<file path="src/rtl/ffct_ram.sv">
// Generic single-write, single-read RAM with registered read data.
module ffct_ram #(
  parameter int WIDTH = 8,
  parameter int DEPTH = 16
) (
  input  logic                     clk,
  input  logic                     wr_en,
  input  logic [$clog2(DEPTH)-1:0] wr_addr,
  input  logic [WIDTH-1:0]         wr_data,
  input  logic [$clog2(DEPTH)-1:0] rd_addr,
  output logic [WIDTH-1:0]         rd_data
);

  logic [WIDTH-1:0] mem [DEPTH];

  always_ff @(posedge clk) begin
    if (wr_en) begin
      mem[wr_addr] <= wr_data;
    end
    rd_data <= mem[rd_addr];
  end

endmodule

</file>
<file path="config.mk">
export PLATFORM = sky130hd
export DESIGN_NAME = ffct_ram
export DESIGN_NICKNAME = d
export VERILOG_FILES = /design/src/rtl/ffct_ram.sv
export SDC_FILE = /design/constraint.sdc
export NUM_CORES = 1
export LEC_CHECK = 0
export BUFFER_PORTS_ARGS = -buffer_cell sky130_fd_sc_hd__buf_2
export CORE_MARGIN = 8
export CORE_UTILIZATION = 60
export CTS_CLUSTER_SIZE = 28
export DETAILED_ROUTE_END_ITERATION = 8
export PLACE_DENSITY = 0.78
export SLEW_MARGIN = 20
export SYNTH_ARGS = -nofsm -noshare
export SYNTH_HDL_FRONTEND = slang
export SYNTH_SLANG_ARGS = --single-unit
export TNS_END_PERCENT = 30
</file>
<file path="constraint.sdc">
create_clock -name clk -period 2.2 [get_ports clk]
set_input_delay 0.44 -clock clk [delete_from_list [all_inputs] [get_ports clk]]
set_output_delay 0.44 -clock clk [all_outputs]
set_load 0.02 [all_outputs]
</file>
---- Yosys cells after proc, flatten, opt, wreduce, memory -nomap -nowiden ----
Memories as Yosys holds them, arrays and structs flattened. A register that Yosys moved wholly into a read port is not among the register bits.
Cells that the tools add are included.
word-level totals
  register bits after elaboration ......... 0
  RAM bits ................................ 128
  output and inout bits ................... 8
  logic and storage cells ................. 3
  memories ................................ 1
memories
  memory  words  bits a word  read ports  clocked after memory_dff  write ports  RTL line  source
  mem     16     8            1           1                         1            14        logic [WIDTH-1:0] mem [DEPTH];
cells by class
  muxes and demuxes ....................... 2
operator list
  cell              number
  1-bit 2-to-1 mux  2

---- Logic depth before layout (Yosys ltp) ----
Gate-level depths: netlist (run 1).
  word-level depth ........................ 2
  depth in mapped cells ................... 5

---- Worst setup path before layout (run 1) ----
No wires, ideal clock.
  kind .................................... input to register
  from .................................... input port wr_addr[2]
  to ...................................... memory mem[0][0], enable pin
  data arrival time ....................... 1.550 ns
  slack ................................... 0.267 ns
  cell stages on the path ................. 2
  buffers on the path ..................... 0
  cell sequence ........................... or3b_2 > nor3_1
RTL lines
  what         RTL line  source
  from (decl)  8         input logic [$clog2(DEPTH)-1:0] wr_addr,
  to (decl)    14
No word-level cell before the write port.

---- Worst setup path after layout (run 1) ----
  from .................................... register rd_data[1] (read register of mem)
  to ...................................... output port rd_data[1]
RTL lines
  what         RTL line  source
  from (decl)  11        output logic [WIDTH-1:0] rd_data
No word-level cell between the ends.

==> impl.org, run 1 <==
** Run status
- Result of the run :: complete, no violations

** Synthesis
- Of the post-synthesis cell area, the part taken by muxes is ~15%.
- Sequential share of the synthesized area :: between 70% and 80%
- Flop and latch count out of synthesis :: between 100 and 150
- Fraction of synthesis flops using an asynchronous set or reset pin :: 0%
- Number of synthesized flops with an enable pin :: roughly 130
- Synthesis produced between 200 and 250 cells.
- Avg Cell Area, Syn :: between 20 and 25 um^2
- Share of synthesized cell area in full adder, half adder and majority cells :: 0%
- By area, the combinational part of the netlist is dominated by multiplexers.
- For this run, the leading register cell type out of synthesis is edfxtp_1.
- Post-Synthesis Cell Area :: 5150 um^2
- After Yosys synthesis, XOR and XNOR cells account for 0% of the synthesized area.
- Number of library cell types mapped by synthesis :: 19
- The synthesized netlist devotes under 10% of its cell area to compound gates.
- The Yosys step of the flow raised 0 warnings.
- The number of nets in the synthesized netlist is between 200 and 250.
- Summing the areas of all and, or, nand and nor instances in the mapped netlist gives under 10% of the synthesized area.

** Place
- Port buffering added 25 buffers.
- Routability congestion estimate :: 0.773
- The placed instances occupy a cell area of around 5500 um^2.
- Post-detail-place hpwl :: approximately 6300 um
- Instance count after placement with tap cells included :: between 300 and 400

** Final layout
- 0 antenna diodes ended up in the layout.
- Compared with the post-synthesis result, the final layout area differs by 18.5%.
- Net count reported at finish :: between 300 and 400
- Filler instances :: around 460
- Count of placed standard cells in the final layout, fillers left out :: ~400
- The finished cells cover ~6000 um^2.
- In the final layout, the share of cells above drive strength 1 is ~33%.

** Critical path
- Worst path buffer plus inverter count :: 1
- For flop-to-flop paths, the worst setup slack is a little under 0.8 ns.
- Setup crit end kind :: output port
- Traced cell by cell, the critical path runs through buf_2.
- Crit path largest cell delay :: 0.37 ns
- In this run the worst path has a maximum fanout of 1.
- Data arrives at the worst endpoint at 1.07 ns.
- The critical path is of the reg2out type.
- Worst Setup Start Kind :: flop
- The slowest stage of the critical path belongs to the cell dfxtp_1.
- Cell family contributing the most delay on the critical path :: flip-flops
- For the worst setup path, the data required time is ~1.8 ns.

** Floorplan
- 26 I/O pins were placed.
- The floorplan step defined a core boundary enclosing between 8000 and 9000 um^2.
- Initial standard-cell utilization of the core :: between 60% and 70%
- # rows :: 33
- Chip Width :: between 100 and 150 um
- The floorplan step defined a die boundary enclosing around 12000 um^2.
- Chip Height :: approximately 110 um

** STA
- Transition time at the pin with the least slew margin :: roughly 0.60 ns
- The count of pins over their slew limit is 0.
- Setup repair after global routing missed its margin :: no
- Headroom to the max-slew limit came out at between 50% and 60%.
- Setup violations remaining at the end of the flow were counted as 0.
- The count of final hold-check violations came to 0.
- Between clock sinks in the finished design, the worst skew comes to about 0.011 ns.
- For the final routed database, the setup TNS stands at 0 ns.
- Of the available clock period, the critical path in the final layout requires about two thirds.
- Based on the critical path, the design can be clocked at up to 662 MHz.
- Crit path time final :: 1.51 ns

** Power and ir drop
- IR analysis of the VDD net gives a maximum drop of 575 uV.
- Total power for the finished layout comes to ~6 mW.
- LEAKAGE :: about 2.1 nW
- Power per cell area :: 987 nW/um^2

** Detailed routing
- DR DRC count :: 0
- Dividing the detail-routed wire length by the instance count gives approximately 25 um.
- Across all layers, the routed design uses approximately 2.5k vias.
- Detail-routed via count per cell :: between 6 and 7
- First DRT Iteration DRCs :: between 150 and 200
- The first detailed-routing pass took 4 iterations.
- Summed over all layers, the routed wires come to between 9000 and 10000 um.
- Number of antenna-violating nets in the routed design :: 0

** Clock network
- After clock tree synthesis, the clock-pin slew on the worst setup and hold paths is roughly 0.060 ns.
- TritonCTS clock tree :: done
- After clock tree synthesis, the repair step resized 0 gates.
- In this run the number of H-tree levels came out at 4.
- Root buffer cell :: clkbuf_8
- Setup Buffers After CTS :: 0
- At the later pin of the worst-skew pair, clock insertion delay measures 0.52 ns.
- Cts bufs inserted :: 17
- Hold Buf Count CTS :: 0
- For this design, the sink count on the clock tree is ~140.
- Maximum buffer depth of the clock tree :: 2

** GRT
- Global-route wire length before repair :: around 15000 um
- The total overflow left after global routing is 0.
- Across every metal layer, demand over resource in global routing totals about 18%.
- Number of antenna violations at the first check in global routing :: 0
- The number of global-route vias before repair came to 2609.
- Pin count of the biggest net entering global routing :: 25

** Worst hold path
- Min-Delay Path Class :: in2reg

** Job
- Max-cap viol count :: 0
## final cells by class
class                           count  area [um^2]  share of cell area, %
Clock buffer                       18          428                   7.01
Clock inverter                     14          171                   2.81
Multi-Input combinational cell     83         1060                   17.3
Sequential cell                   136         4000                   65.6
Tap cell                          105          131                   2.15
Timing Repair Buffer               48          310                   5.09
## metal layers
metal,vias up,share of wire [%],track usage [%]
li1,1089,-,-
met1,1259,41,23.1
met2,100,51,29.5
met3,8,7.0,5.31
met4,0,1.3,8.31
met5,-,0,0
## synth_stat cells (3+ instances only)
cell / instances / share of area [%]
edfxtp_1: 128 / 75
mux4_2: 18 / 7.9
a22oi_1: 16 / 2.3
mux4_1: 14 / 7.1
nor2_1: 13 / 0.95
nand2_1: 9 / 0.66
dfxtp_1: 8 / 3.1
nor3_1: 4 / 0.39
buf_2: 3 / 0.29
buf_6: 3 / 0.66
clkdlybuf4s25_2: 3 / 0.58
## sequential cells by signal, indices dropped and copies added (netlist names)
signal and count:
rd_data 8, mem 128
## final timing paths
path / startpoint / end / depth (start not counted)
setup reg to reg: mem[1][2]$_DFFE_PP_ / rd_data[2]$_DFF_P_ / 3
hold reg to reg: mem[4][0]$_DFFE_PP_ / rd_data[0]$_DFF_P_ / 3
hold / removal: wr_data[6] / mem[1][6]$_DFFE_PP_ / 1
setup / recovery: rd_data[1]$_DFF_P_ / rd_data[1] / 1
## logic make-up after synthesis
family	Yosys count
AOI/OAI and AO/OA	16
and+or+nand+nor	35
DFF	136
buffers and inverters	10
muxes	32
## cell usage in the layout (no fill, tap or decap), types with 3 or more instances in the layout
cell type | Yosys | routed
edfxtp_1 | 128 | 128
buf_2 | 3 | 25
buf_4 | 1 | 22
mux4_2 | 18 | 18
a22oi_1 | 16 | 16
clkbuf_16 | 0 | 16
mux4_1 | 14 | 14
nor2_1 | 13 | 13
nand2_1 | 9 | 9
dfxtp_1 | 8 | 8
nor3_1 | 4 | 4
clkinv_2 | 0 | 3
clkinvlp_4 | 0 | 3
clkinv_4 | 0 | 3
bufinv_16 | 0 | 3
## through the flow
stage	hold slack [ns]	setup slack, ns	utilization, %
final	0.301	0.690	73.9
after global routing	0.290	0.639	73.9
after CTS	0.292	0.658	73.9
after detailed placement	0.660	0.208	66.6
after global placement	0.644	0.199	66.6
after floorplan	0.539	0.267	-
## power by group
| group | total (mW) | switching (mW) | internal (mW) |
|---|---|---|---|
| combinational | 0.286 | 0.168 | 0.118 |
| sequential | 2.92 | 0.0191 | 2.90 |
| clock | 2.82 | 1.06 | 1.76 |
Note: power is estimated with default switching activity, not from simulation.
==> run 2, diff against run 1 <==
--- a/config.mk
+++ b/config.mk
@@ -7,10 +7,10 @@
 export LEC_CHECK = 0
 export BUFFER_PORTS_ARGS = -buffer_cell sky130_fd_sc_hd__buf_2
 export CORE_MARGIN = 8
-export CORE_UTILIZATION = 60
+export CORE_UTILIZATION = 54
 export CTS_CLUSTER_SIZE = 28
 export DETAILED_ROUTE_END_ITERATION = 8
-export PLACE_DENSITY = 0.78
+export PLACE_DENSITY = 0.74
 export SLEW_MARGIN = 20
 export SYNTH_ARGS = -nofsm -noshare
 export SYNTH_HDL_FRONTEND = slang
==> constraint.sdc (replaced) <==
create_clock -name clk -period 1.35 [get_ports clk]
set_input_delay 0.27 -clock clk [delete_from_list [all_inputs] [get_ports clk]]
set_output_delay 0.27 -clock clk [all_outputs]
set_load 0.02 [all_outputs]
==> run 2 against run 1 <==
First-iteration DRC count up 19%. Critical endpoint is now rd_data[5]$_DFF_P_. Register-to-register slack worse by 0.77 ns. Cell area up 1.1%. Critical path depth up 2. Global-route usage down 1.6 points. Power up 50%. Clock skew down 0.0055 ns.
==> impl.org, run 2 (synthesized netlist as in run 1, its figures left out) <==
** Run status
- The run finished with clean final reports.

** Power and ir drop
- Combinational group share of total power :: 5.7% (+1.0 points)
- Final Power :: 9.01 mW (+50%)
- The share of total power in the clock network came to 41.6% (-5.2 points).
- Power per cell area :: 1460 nW/um^2 (+48%)
- LEAKAGE :: 2.09 nW (-0.62%)
- Internal power :: 7.14 mW (+50%)
- Maximum ir drop on the vdd rail :: 954 uV (+66%)
- The switching part of the total came to 20.7% (about the same).
- The share of power burned in registers is 52.7% (+4.3 points).
- The net switching power came to 1.87 mW (+49%).

** GRT
- The number of global-route vias before repair was 2686 (+3.0%).
- The sum of overflow across all layers after global routing is 0 (unchanged).
- The global-route wire length before repair was 15600 um (+2.8%).
- Number of antenna violations at the first check in global routing :: 0 (unchanged)
- Overall track demand over capacity in global routing :: 16.8% (-1.6 points)
- Pin count of the biggest net entering global routing :: 23 (-8.0%)

** Detailed routing
- The number of nets with antenna violations after routing was 0 (unchanged).
- First DRT Iteration DRCs :: 212 (+19%)
- Total wire length :: 9990 um (+0.86%)
- DR DRC count :: 0 (unchanged)
- The total via count in the routed design is 2475 (+0.77%).
- The number of vias per cell after detailed routing came to 5.74 (-5.5%).
- Wire length per cell :: 23.2 um (-5.5%)
- The iteration count of the initial detailed-routing pass came to 4 (unchanged).

** Floorplan
- # rows :: 35 (+6.1%)
- The chip width came to 114 um (+4.6%).
- The die height came to 114 um (+4.6%).
- Standard cell core area :: 9240 um^2 (+12%)
- The area of the die is 12900 um^2 (+9.4%).
- The I/O pin total was 26 (unchanged).
- The initial core utilization was 55.7% (-6.6 points).

** Critical path
- The number of buffers and inverters on the critical path is 0 (-1).
- Among cell families on the critical path, the largest total delay comes from multiplexers.
- The arrival time reported for the critical path endpoint was 1.72 ns (+0.65 ns).
- Worst Path Max Fanout :: 1 (unchanged)
- The peak per-stage delay on the critical path came to 0.55 ns (+0.18 ns).
- Worst Setup Start Kind :: flop
- Setup crit end kind :: flop
- Required time reported for the critical path endpoint :: 1.74 ns (-0.02 ns)
- The slowest stage of the critical path belongs to the cell mux4_1.
- CP Class :: reg2reg
- Cells along the critical path :: mux4_1, a22oi_2, nand2_1

** Final layout
- The ratio of cells with drive above 1 in the final layout is 34.8% (+1.7 points).
- The library cells used most frequently in the layout, excluding fill and tap cells, are edfxtp_1, buf_2, buf_4.
- Number of flip-flops under the largest register name :: 128 (unchanged)
- Post-synthesis to final-layout area growth :: 19.9%
- Antenna cells :: 0 (unchanged)
- Biggest regs :: mem (128), rd_data (8)
- The number of nets in the final layout is 308 (+1.3%).
- mem holds more flip-flops than any other register.
- The final standard cell utilization of the core was 66.8% (-7.1 points).
- Most common cell after layout, fill and taps aside :: edfxtp_1

** Clock network
- In this run the clock root is driven by a clkbuf_8.
- Worst-path clk slew :: 0.06 ns (about the same)
- Cts bufs inserted :: 17 (unchanged)
- TritonCTS clock tree :: done
- The clock sink total came to 136 (unchanged).
- Maximum buffer depth of the clock tree :: 2 (unchanged)
- The clock latency on the worst-skew pair is 0.51 ns (about the same).
- Setup Buffers After CTS :: 0 (unchanged)
- H-Tree Level Count :: 4 (unchanged)

** STA
- Final setup viols :: 0 (unchanged)
- Slew headroom :: 38.6% (-21 points)
- The count of pins over their slew limit came to 0 (unchanged).
- Crit path time final :: around 1.3 ns
- Transition time at the pin with the least slew margin :: 0.918 ns (+0.319 ns)
- Based on the critical path, the design can be clocked at up to around 750 MHz.
- The setup clock skew after layout came to 0.00523 ns (-0.00551 ns).
- Setup repair after global routing left no endpoint under its margin.
- Count of final hold-check violations :: 0 (unchanged)
- Dividing the final minimum period by the clock period gives 98.4%.

** Place
- The placed wire-length estimate is 6420 um (+1.1%).
- Quantity of I/O buffers inserted on ports :: 25 (unchanged)
- The final weighted congestion in routability-driven placement is 0.801 (+3.6%).

** Job
- Max-cap viol count :: 0 (unchanged)

** Worst hold path
- Min-Delay Path Class :: in2reg
run 2: layer usage:
| metal | GRT usage (%) | share of wire [%] | vias up |
|---|---|---|---|
| met1 | 21.0 | 40 | 1271 |
| met5 | 0 | 0 | - |
| met4 | 5.60 | 1.2 | 0 |
| li1 | - | - | 1101 |
| met3 | 5.44 | 7.1 | 11 |
| met2 | 27.2 | 51 | 92 |
run 2: cell type report:
| type | count | area [um^2] |
|---|---|---|
| multi-input combinational | 83 | 1100 |
| tap | 129 | 161 |
| sequential | 136 | 4000 |
| clock buffer | 20 | 425 |
| clock inverter | 11 | 60.1 |
| fill | 583 | 3070 |
| timing repair buffer | 52 | 420 |
run 2: power groups by stage:
stage / Sequential, mW / Clock (mW) / Combinational, mW
floorplan: 4.86 / 0 / 0.244
global route: 4.76 / 3.99 / 0.552
CTS: 4.75 / 3.80 / 0.511
detailed placement: 4.84 / 0 / 0.502
finish: 4.75 / 3.74 / 0.512
global placement: 4.83 / 0 / 0.491
run 2: through the flow:
stage | setup WS [ns] | TNS [ns] | std cells | hold slack [ns] | cell area [um^2]
5_1_grt | 0.00522 | 0 | 431 | 0.119 | 6170
6_report | 0.0216 | 0 | 431 | 0.141 | 6170
3_3_place_gp | -0.293 | -6.34 | 400 | 0.651 | 5660
3_5_place_dp | -0.357 | -9.54 | 400 | 0.662 | 5660
4_1_cts | 0.0124 | 0 | 431 | 0.123 | 6150
2_1_floorplan | -0.112 | -1.78 | 229 | 0.369 | 5170
run 2: final timing paths:
path | from | endpoint | slack, ns | cells after the start
hold / removal | wr_data[0] | mem[6][0]$_DFFE_PP_ | 0.14 | 1
setup reg to reg | mem[1][5]$_DFFE_PP_ | rd_data[5]$_DFF_P_ | 0.02 | 3
hold reg to reg | mem[15][1]$_DFFE_PP_ | rd_data[1]$_DFF_P_ | 0.67 | 3
setup / recovery | mem[1][5]$_DFFE_PP_ | rd_data[5]$_DFF_P_ | 0.02 | 3
run 2: timing repair:
| action | 4_1_cts | 5_1_grt |
|---|---|---|
| gates resized for setup | 2 | 5 |
| setup endpoints to repair | 2 | 5 |
| hold buffers | 0 | 0 |
| pin swaps | 1 | 0 |
